<file path="src/hw/rtl/rsa_mexp_pkg.sv">
`timescale 1ns / 1ps

package rsa_mexp_pkg;

    localparam int KEY_BITS     = 32;
    localparam int PROD_BITS    = 2 * KEY_BITS;
    localparam int RED_CNT_BITS = $clog2(PROD_BITS);
    localparam int VALUE_WIDTH  = 32;
    localparam int CFG_WIDTH    = 32;
    localparam int CFG_IDX_BITS = 2;

    localparam logic [RED_CNT_BITS-1:0] RED_LAST = RED_CNT_BITS'(PROD_BITS - 1);

    localparam logic [CFG_IDX_BITS-1:0] CFG_KEY_MODULUS      = 2'd0;
    localparam logic [CFG_IDX_BITS-1:0] CFG_PUBLIC_EXPONENT  = 2'd1;
    localparam logic [CFG_IDX_BITS-1:0] CFG_PRIVATE_EXPONENT = 2'd2;

    localparam logic [CFG_WIDTH-1:0] KEY_MODULUS_RST      = 32'd3233;
    localparam logic [CFG_WIDTH-1:0] PUBLIC_EXPONENT_RST  = 32'd17;
    localparam logic [CFG_WIDTH-1:0] PRIVATE_EXPONENT_RST = 32'd2753;

    typedef enum logic {
        MUL_ACC_SQ,
        MUL_SQ_SQ
    } mul_sel_t;

    typedef enum logic {
        WB_ACC,
        WB_SQ
    } wb_dest_t;

    typedef struct packed {
        logic     load;
        logic     mul;
        mul_sel_t mul_sel;
        logic     red;
        logic     wb;
        wb_dest_t wb_dest;
        logic     exp_shift;
        logic     out_load;
    } dp_cmd_t;

    typedef struct packed {
        logic exp_lsb;
        logic exp_zero;
        logic mod_small;
    } dp_stat_t;

endpackage

</file>
<file path="src/hw/rtl/rsa_modular_exponentiation_core.sv">
`timescale 1ns / 1ps
// Operation: the input is reduced modulo the key modulus into the square; then each exponent bit,
//   lowest first, up to the highest set bit, takes a multiply of accumulator by square if set and
//   a square of the square, each followed by a bit-serial reduction; the result is then loaded.
// Throughput: one item at a time; the bit-serial modular reduction (one bit a cycle) sets it.
// Reset: aresetn synchronous, active low; returns to idle and restores modulus 3233,
//   public exponent 17 and private exponent 2753.

module rsa_modular_exponentiation_core import rsa_mexp_pkg::*; (
    input  logic                    aclk,
    input  logic                    aresetn,
    input  logic                    cfg_valid,
    output logic                    cfg_ready,
    input  logic [CFG_IDX_BITS-1:0] cfg_index,
    input  logic [CFG_WIDTH-1:0]    cfg_data,
    input  logic                    s_valid,
    output logic                    s_ready,
    input  logic                    s_operation,
    input  logic [VALUE_WIDTH-1:0]  s_in_value,
    output logic                    m_valid,
    input  logic                    m_ready,
    output logic [VALUE_WIDTH-1:0]  m_out_value
);

    dp_cmd_t  cmd;
    dp_stat_t stat;

    assign cfg_ready = 1'b1;

    rsa_mexp_ctrl u_ctrl (
        .aclk    (aclk),
        .aresetn (aresetn),
        .s_valid (s_valid),
        .s_ready (s_ready),
        .m_valid (m_valid),
        .m_ready (m_ready),
        .stat    (stat),
        .cmd     (cmd)
    );

    rsa_mexp_dp u_dp (
        .aclk        (aclk),
        .aresetn     (aresetn),
        .cfg_valid   (cfg_valid),
        .cfg_index   (cfg_index),
        .cfg_data    (cfg_data),
        .s_operation (s_operation),
        .s_in_value  (s_in_value),
        .cmd         (cmd),
        .stat        (stat),
        .m_out_value (m_out_value)
    );

endmodule

</file>
<file path="src/hw/rtl/rsa_mexp_dp.sv">
`timescale 1ns / 1ps

module rsa_mexp_dp import rsa_mexp_pkg::*; (
    input  logic                    aclk,
    input  logic                    aresetn,
    input  logic                    cfg_valid,
    input  logic [CFG_IDX_BITS-1:0] cfg_index,
    input  logic [CFG_WIDTH-1:0]    cfg_data,
    input  logic                    s_operation,
    input  logic [VALUE_WIDTH-1:0]  s_in_value,
    input  dp_cmd_t                 cmd,
    output dp_stat_t                stat,
    output logic [VALUE_WIDTH-1:0]  m_out_value
);

    logic [CFG_WIDTH-1:0]   key_modulus_reg;
    logic [CFG_WIDTH-1:0]   public_exponent_reg;
    logic [CFG_WIDTH-1:0]   private_exponent_reg;

    logic [KEY_BITS-1:0]    mod_reg;
    logic [KEY_BITS-1:0]    exp_reg;
    logic [KEY_BITS-1:0]    acc_reg;
    logic [KEY_BITS-1:0]    sq_reg;
    logic [KEY_BITS-1:0]    rem_reg;
    logic [PROD_BITS-1:0]   prod_reg;
    logic [VALUE_WIDTH-1:0] out_reg;

    logic [KEY_BITS-1:0]    mul_a;
    logic [PROD_BITS-1:0]   prod_next;
    logic [KEY_BITS:0]      shifted;
    logic [KEY_BITS:0]      diff;
    logic [KEY_BITS-1:0]    rem_next;

    always_ff @(posedge aclk) begin
        if (!aresetn) begin
            key_modulus_reg      <= KEY_MODULUS_RST;
            public_exponent_reg  <= PUBLIC_EXPONENT_RST;
            private_exponent_reg <= PRIVATE_EXPONENT_RST;
        end else if (cfg_valid) begin
            if (cfg_index == CFG_KEY_MODULUS) begin
                key_modulus_reg <= cfg_data;
            end
            if (cfg_index == CFG_PUBLIC_EXPONENT) begin
                public_exponent_reg <= cfg_data;
            end
            if (cfg_index == CFG_PRIVATE_EXPONENT) begin
                private_exponent_reg <= cfg_data;
            end
        end
    end

    always_comb begin
        mul_a     = (cmd.mul_sel == MUL_ACC_SQ) ? acc_reg : sq_reg;
        prod_next = {{KEY_BITS{1'b0}}, mul_a} * {{KEY_BITS{1'b0}}, sq_reg};
        shifted   = {rem_reg, prod_reg[PROD_BITS-1]};
        diff      = shifted - {1'b0, mod_reg};
        rem_next  = (shifted >= {1'b0, mod_reg}) ? diff[KEY_BITS-1:0]
                                                 : shifted[KEY_BITS-1:0];
    end

    always_ff @(posedge aclk) begin
        if (cmd.load) begin
            prod_reg <= {{KEY_BITS{1'b0}}, s_in_value[KEY_BITS-1:0]};
            rem_reg  <= '0;
            acc_reg  <= KEY_BITS'(1);
            mod_reg  <= key_modulus_reg[KEY_BITS-1:0];
            exp_reg  <= s_operation ? private_exponent_reg[KEY_BITS-1:0]
                                    : public_exponent_reg[KEY_BITS-1:0];
        end else begin
            if (cmd.mul) begin
                prod_reg <= prod_next;
                rem_reg  <= '0;
            end else if (cmd.red) begin
                prod_reg <= {prod_reg[PROD_BITS-2:0], 1'b0};
                rem_reg  <= rem_next;
            end
            if (cmd.wb && cmd.wb_dest == WB_ACC) begin
                acc_reg <= rem_reg;
            end
            if (cmd.exp_shift) begin
                exp_reg <= exp_reg >> 1;
            end
        end
        if (cmd.wb && cmd.wb_dest == WB_SQ) begin
            sq_reg <= rem_reg;
        end
        if (cmd.out_load) begin
            out_reg <= stat.mod_small ? '0 : VALUE_WIDTH'(acc_reg);
        end
    end

    assign stat.exp_lsb   = exp_reg[0];
    assign stat.exp_zero  = (exp_reg == '0);
    assign stat.mod_small = (mod_reg[KEY_BITS-1:1] == '0);
    assign m_out_value    = out_reg;

endmodule

</file>
<file path="src/hw/rtl/rsa_mexp_ctrl.sv">
`timescale 1ns / 1ps

module rsa_mexp_ctrl import rsa_mexp_pkg::*; (
    input  logic     aclk,
    input  logic     aresetn,
    input  logic     s_valid,
    output logic     s_ready,
    output logic     m_valid,
    input  logic     m_ready,
    input  dp_stat_t stat,
    output dp_cmd_t  cmd
);

    typedef enum logic [2:0] {
        ST_IDLE,
        ST_RED,
        ST_WB,
        ST_BIT,
        ST_FIN
    } state_t;

    typedef enum logic [1:0] {
        DST_INIT,
        DST_ACC,
        DST_SQ
    } dest_t;

    state_t                  state_reg, state_next;
    dest_t                   dest_reg, dest_next;
    logic [RED_CNT_BITS-1:0] cnt_reg, cnt_next;
    logic                    m_valid_reg, m_valid_next;

    always_comb begin
        state_next   = state_reg;
        dest_next    = dest_reg;
        cnt_next     = cnt_reg;
        cmd          = '0;
        cmd.mul_sel  = MUL_SQ_SQ;
        cmd.wb_dest  = WB_SQ;
        unique case (state_reg)
            ST_IDLE: begin
                if (s_valid) begin
                    cmd.load   = 1'b1;
                    dest_next  = DST_INIT;
                    cnt_next   = RED_LAST;
                    state_next = ST_RED;
                end
            end
            ST_RED: begin
                cmd.red  = 1'b1;
                cnt_next = cnt_reg - RED_CNT_BITS'(1);
                if (cnt_reg == '0) begin
                    state_next = ST_WB;
                end
            end
            ST_WB: begin
                cmd.wb      = 1'b1;
                cmd.wb_dest = (dest_reg == DST_ACC) ? WB_ACC : WB_SQ;
                unique case (dest_reg)
                    DST_ACC: begin
                        cmd.mul     = 1'b1;
                        cmd.mul_sel = MUL_SQ_SQ;
                        dest_next   = DST_SQ;
                        cnt_next    = RED_LAST;
                        state_next  = ST_RED;
                    end
                    DST_SQ: begin
                        cmd.exp_shift = 1'b1;
                        state_next    = ST_BIT;
                    end
                    default: begin
                        state_next = ST_BIT;
                    end
                endcase
            end
            ST_BIT: begin
                priority if (stat.exp_zero || stat.mod_small) begin
                    state_next = ST_FIN;
                end else if (stat.exp_lsb) begin
                    cmd.mul     = 1'b1;
                    cmd.mul_sel = MUL_ACC_SQ;
                    dest_next   = DST_ACC;
                    cnt_next    = RED_LAST;
                    state_next  = ST_RED;
                end else begin
                    cmd.mul     = 1'b1;
                    cmd.mul_sel = MUL_SQ_SQ;
                    dest_next   = DST_SQ;
                    cnt_next    = RED_LAST;
                    state_next  = ST_RED;
                end
            end
            ST_FIN: begin
                if (!m_valid_reg || m_ready) begin
                    cmd.out_load = 1'b1;
                    state_next   = ST_IDLE;
                end
            end
            default: begin
                state_next = ST_IDLE;
            end
        endcase

        if (cmd.out_load) begin
            m_valid_next = 1'b1;
        end else if (m_ready) begin
            m_valid_next = 1'b0;
        end else begin
            m_valid_next = m_valid_reg;
        end
    end

    always_ff @(posedge aclk) begin
        if (!aresetn) begin
            state_reg   <= ST_IDLE;
            dest_reg    <= DST_INIT;
            cnt_reg     <= '0;
            m_valid_reg <= 1'b0;
        end else begin
            state_reg   <= state_next;
            dest_reg    <= dest_next;
            cnt_reg     <= cnt_next;
            m_valid_reg <= m_valid_next;
        end
    end

    assign s_ready = (state_reg == ST_IDLE);
    assign m_valid = m_valid_reg;

`ifndef ASSERT_OFF
    a_no_overwrite: assert property (@(posedge aclk) disable iff (!aresetn)
        cmd.out_load |-> (!m_valid_reg || m_ready))
        else $error("pending result overwritten");

    a_busy_after_accept: assert property (@(posedge aclk) disable iff (!aresetn)
        (s_valid && s_ready) |=> (!s_ready && state_reg == ST_RED))
        else $error("accepted transfer did not start reduction");

    a_red_done: assert property (@(posedge aclk) disable iff (!aresetn)
        (state_reg == ST_RED && cnt_reg == '0) |=> (state_reg == ST_WB))
        else $error("reduction did not end in write-back");

    a_out_load_valid: assert property (@(posedge aclk) disable iff (!aresetn)
        cmd.out_load |=> (m_valid && s_ready))
        else $error("result load did not raise m_valid");
`endif

endmodule

</file>
<file path="config.mk">
export PLATFORM = sky130hd
export DESIGN_NAME = rsa_modular_exponentiation_core
export DESIGN_NICKNAME = d
export VERILOG_FILES = /design/src/hw/rtl/rsa_mexp_pkg.sv /design/src/hw/rtl/rsa_modular_exponentiation_core.sv /design/src/hw/rtl/rsa_mexp_dp.sv /design/src/hw/rtl/rsa_mexp_ctrl.sv
export SDC_FILE = /design/constraint.sdc
export NUM_CORES = 2
export LEC_CHECK = 0
export BUFFER_PORTS_ARGS = -buffer_cell sky130_fd_sc_hd__buf_2
export CORE_MARGIN = 2
export CORE_UTILIZATION = 45
export CTS_CLUSTER_SIZE = 25
export DETAILED_ROUTE_END_ITERATION = 7
export RECOVER_POWER = 25
export SYNTH_ARGS = -nofsm -noshare
export SYNTH_HDL_FRONTEND = slang
export SYNTH_SLANG_ARGS = --single-unit
</file>
<file path="constraint.sdc">
create_clock -name aclk -period 24.7 [get_ports aclk]
set_input_delay 2.47 -clock aclk [delete_from_list [all_inputs] [get_ports aclk]]
set_output_delay 2.47 -clock aclk [all_outputs]
set_load 0.01 [all_outputs]
</file>
; ---- Yosys cells after proc, flatten, opt, wreduce, memory -nomap -nowiden
; Cells that the tools add are included.
[op_classes]
bitwise = 1
order_cmp = 1
n_mux = 37
shifts = 0
n_eq_ne = 13
n_mul = 1
div_mod_pow = 0
n_addsub = 2
n_reduce_logical = 23
[ops]
columns = cell, count
row1 = $mux W32, 6
row2 = $mux W64, 2
row3 = $mul A32 B32 Y64, 1
row4 = $ge A33 B32 Y1, 1
row5 = $logic_not A32 Y1, 1
row6 = $sub A32 B32 Y32, 1
row7 = $logic_not A31 Y1, 1
row8 = $pmux W6 S4, 1
row9 = $mux W6, 3
row10 = $mux W3, 5
row11 = $pmux W3 S5, 1
row12 = $mux W2, 7
row13 = $mux W1, 10
row14 = $reduce_and A4 Y1, 2
row15 = $eq A3 B2 Y1 const B, 2
row16 = $logic_not A6 Y1, 1
row17 = $ne A2 B1 Y1 const B, 3
row18 = $pmux W2 S3, 1
row19 = $reduce_and A2 Y1, 3
row20 = $reduce_bool A2 Y1, 3
row21 = $reduce_bool A3 Y1, 2
row22 = $sub A6 B1 Y6 const B, 1
row23 = $eq A2 B1 Y1 const B, 2
row24 = $eq A2 B2 Y1 const B, 2
row25 = 13 further kinds, 16
[word_totals]
reg_bits = 364
n_memories = 0
wordCells = 93
romBits = 0
ramBits = 0
latchBits = 0

; ---- Longest topological paths before layout
[depth]
ltp_word = 8
ltp_mapped = 39
ltp_nobuf = 35

; ---- Cells and area by module
; From an unflattened synthesis, not the netlist that was laid out.
[unflattened]
cells_unflattened = 5436
hier_area_um2 = 50499.7
[by_module_without_submodules]
columns = mod, cells_per_inst, instances, area_each_um2
row1 = rsa_mexp_dp, 5336, 1, 49691.4
row2 = rsa_mexp_ctrl, 98, 1, 797.0
row3 = rsa_modular_exponentiation_core, 2, 1, 11.3

; ---- Least setup slack after synthesis
; No wires, ideal clock.
[synth_timing]
path_kind = register to register
startpoint = reg u_dp.mod_reg[24]
endpoint = reg u_dp.prod_reg[63]
period_less_slack_ns = 9.598
setup_time_ns = 0.128
slack_ns = 15.102
t_required_ns = 24.572
arrival_ns = 9.470
stages_incl_launch_ff = 37
cell_sequence = edfxtp_1 -> nor4_1 -> nand4_1 -> o22ai_1 -> nor2_1 -> nand2_1 -> clkbuf_1 -> clkbuf_1 -> mux2_2 -> clkbuf_1 -> and2_1 -> fa_1 -> inv_1 -> fa_1 -> inv_1 -> fa_1 -> inv_1 -> fa_1 -> inv_1 -> fa_1 -> fa_1 -> fa_1 -> fa_1 -> ha_1 -> clkbuf_1 -> nand4_1 -> or3_1 -> or4_1 -> a211oi_1 -> nor3_2 -> a31oi_1 -> a221o_1 -> a311oi_2 -> o21ai_1 -> o21ai_1 -> xnor2_1 -> o21ai_1
[synth_between]
elab_chain_len = 7
elab_cells_between_ends = 8
classes_between = mul (1) / mux (4) / reduce/logical (3)
[synth_rtl]
columns = item, line
row1 = start: declaration, rsa_mexp_dp.sv:20  ; logic [KEY_BITS-1:0] mod_reg;
row2 = start signal: assignment, rsa_mexp_dp.sv:66  ; mod_reg <= key_modulus_reg[KEY_BITS-1:0];
row3 = $logic_not A31 Y1 *, rsa_mexp_dp.sv:94  ; assign stat.mod_small = (mod_reg[KEY_BITS-1:1] == '0);
row4 = $logic_or A1 B1 Y1 *, rsa_mexp_ctrl.sv:77  ; priority if (stat.exp_zero || stat.mod_small) begin
row5 = $mux W2 *, rsa_mexp_ctrl.sv:77
row6 = $pmux W2 S2 *, rsa_mexp_ctrl.sv:40  ; unique case (state_reg)
row7 = $mux W32, rsa_mexp_dp.sv:53  ; mul_a = (cmd.mul_sel == MUL_ACC_SQ) ? acc_reg : sq_reg;
row8 = $mul A32 B32 Y64, rsa_mexp_dp.sv:54  ; prod_next = {{KEY_BITS{1'b0}}, mul_a} * {{KEY_BITS{1'b0}}, sq_reg};
row9 = $mux W64, rsa_mexp_dp.sv:70  ; if (cmd.mul) begin
row10 = end signal: assignment, rsa_mexp_dp.sv:63  ; prod_reg <= {{KEY_BITS{1'b0}}, s_in_value[KEY_BITS-1:0]};
row11 = end signal: assignment, rsa_mexp_dp.sv:71  ; prod_reg <= prod_next;
row12 = end signal: assignment, rsa_mexp_dp.sv:74  ; prod_reg <= {prod_reg[PROD_BITS-2:0], 1'b0};
row13 = end: declaration, rsa_mexp_dp.sv:25  ; logic [PROD_BITS-1:0] prod_reg;
; Every way passes the cells marked *; elsewhere a longest branch is shown, timed or not.
; A chain may end at the register's enable or synchronous reset.

; ---- Worst setup path in the final report
[layout_timing]
startpoint = reg u_dp.mod_reg[27]
endpoint = reg u_dp.prod_reg[63]
; Same word-level chain as after synthesis.

==> reports/metrics.csv <==
metric;value;unit
finalNetCount;6420;
status;complete, but fails checks;
synthFlopType;dfxtp_1;
synth_warnings;0;
grt_pass1_wl;214000;um
skew;0.0238;ns
drt_iter0_markers;2084;
grt_max_degree;108;
die_area;0.112;mm2
drv_slew;33;
path_max_fanout;39;
die_y;334;um
synth_nets;6536;
postLayoutCoreUtil;47.6;%
totalWireLength;131000;um
initial_utilization;45.2;%
yosysTopAreaCell;fa_1;
max_cap_violations;1;
synth-seq-cells;364;
numCtsBuffers;35;
slowest_delay;0.68;ns
violations;capacitance limit, slew limit;
clock_sinks;364;
clk_path_buf_depth;3;
n_fill_cell;10300;
cp_num_buf_inv;5;
hold_buffers;0;
final.setup.tns;0;ns
largest_register_ffs;64;
clk_pin_slew_worst_paths;0.06;ns
htreeDepth;2;
ys_top_cells_by_area;fa_1, edfxtp_1, dfxtp_1;
required;25.10;ns
n_antenna_cell;0;
async_reset_ff_share;0;%
rows;121;
r2r-start;u_dp.mod_reg[27];
cp_common_cell;fa_1;
startpoint;u_dp.mod_reg[27];
syn-cell-area;0.0490;mm2
drive_above_1_share;5.31;%
syn_area_per_cell;9.31;um2
synth_edf_count;160;
via_count;35000;
rsz0062_at_grt;false;
min_period;11.55;ns
cp-start-kind;flip-flop;
grt_overflow_total;0;
hold_viol;0;
fmax;86.6;MHz
detail-route-antenna-nets;0;
cts-root-buf;clkbuf_16;
setup_violations;0;
relSlewSlack;-21.8;%
antenna_found_initial;3;
holdCritStartpoint;u_dp.key_modulus_reg[26];
cts_tree;done;
synth_common_cells;inv_1, fa_1, nand2_1, and2_1, clkbuf_1;
numPortBuffers;105;
synth_top_area_share;36.6;%
gp_congestion;0.880;
drtPass1Iterations;5;
routed_via_density;5.31;
track_usage;24.3;%
synth_cell_types;75;
wire_per_inst;19.9;um
synthToLayoutAreaGrowth;5.41;%
cp_data_arrival_time;11.96;ns
cts_setup_buffers;0;
post-route-period-util;46.8;%
end_kind;flip-flop;
core;0.109;mm2
syn_inst;5270;
path_delay_family;adder cells;
remaining_drc_errors;0;
hold_class;flip-flop to flip-flop;
hpwl;103000;um
grt_pass1_vias;37300;
ctsResizeCount;0;
crit_type;flip-flop to flip-flop;
die_x;334;um
ys_seq_area_share;18.1;%
yosysMostFrequentCell;inv_1;
cp_slowest_cell;mux2_2;
worst_pin_slew;1.83;ns
insertion_delay;0.55;ns
io-pin-count;107;
==> layer usage <==
| metal | part of all wire (%) | up-vias | global-route usage, % |
|---|---|---|---|
| li1 | - | 16000 | - |
| met1 | 46 | 18000 | 34.9 |
| met2 | 47 | 894 | 39.8 |
| met3 | 5.4 | 167 | 2.77 |
| met4 | 2.1 | 2 | 4.84 |
| met5 | 0.0099 | - | 0 |
==> area by class of cell <==
cell class                 instances  area, um2  share of cell area, %
tap                             1414       1770                   3.42
timing repair buffer             170       1000                   1.94
clock buffer                      43        906                   1.75
inverter                         899       3370                   6.53
clock inverter                    17        138                  0.266
multi-input combinational       3684      35600                   68.9
sequential                       364       8890                   17.2
==> logic make-up after synthesis <==
| group | synth area share [%] |
|---|---|
| multiplexers | 1.39 |
| AO/OA/AOI/OAI | 8.55 |
| AND/OR/NAND/NOR | 16.7 |
| other | 0.00765 |
| buffers and inverters | 9.38 |
| adder cells (fa/ha/maj) | 44.2 |
| flip-flops | 18.1 |
| XOR/XNOR | 1.63 |
==> path summary, 6_finish.rpt <==
| kind | endpoint | slack (ns) | cells past startpoint |
|---|---|---|---|
| worst min register to register | u_dp.mod_reg[26] | 0.43 | 0 |
| worst min-delay path | u_dp.mod_reg[26] | 0.43 | 0 |
| worst max-delay path | u_dp.prod_reg[63] | 13.15 | 33 |
| worst max register to register | u_dp.prod_reg[63] | 13.15 | 33 |
==> cells in the final DEF, fill, tap and decap left out, drive strengths merged, types with 40 or more instances in the layout <==
cell,synthesis,final
ha,297,297
nor2,99,99
dfxtp,204,204
xnor2,51,51
o21ai,176,176
edfxtp,160,160
buf,13,167
a21oi,154,154
nand2,810,810
clkbuf,310,46
inv,899,903
fa,897,897
and2,577,577
xor2,40,40
a21o,50,50
a21boi,94,94
==> per-stage QoR <==
stage	area [um2]	std cells	hold WS (ns)	setup WS [ns]
2_1_floorplan	49000	5270	0.408	15.10
3_3_place_gp	50700	6531	0.414	13.31
3_5_place_dp	50700	6531	0.416	13.24
4_1_cts	51700	6591	0.423	13.17
5_1_grt	51700	6591	0.441	12.62
6_report	51700	6591	0.427	13.15
Power is not shown: default switching activity piles up to over one toggle a cycle in this logic, so the estimate is an artifact.
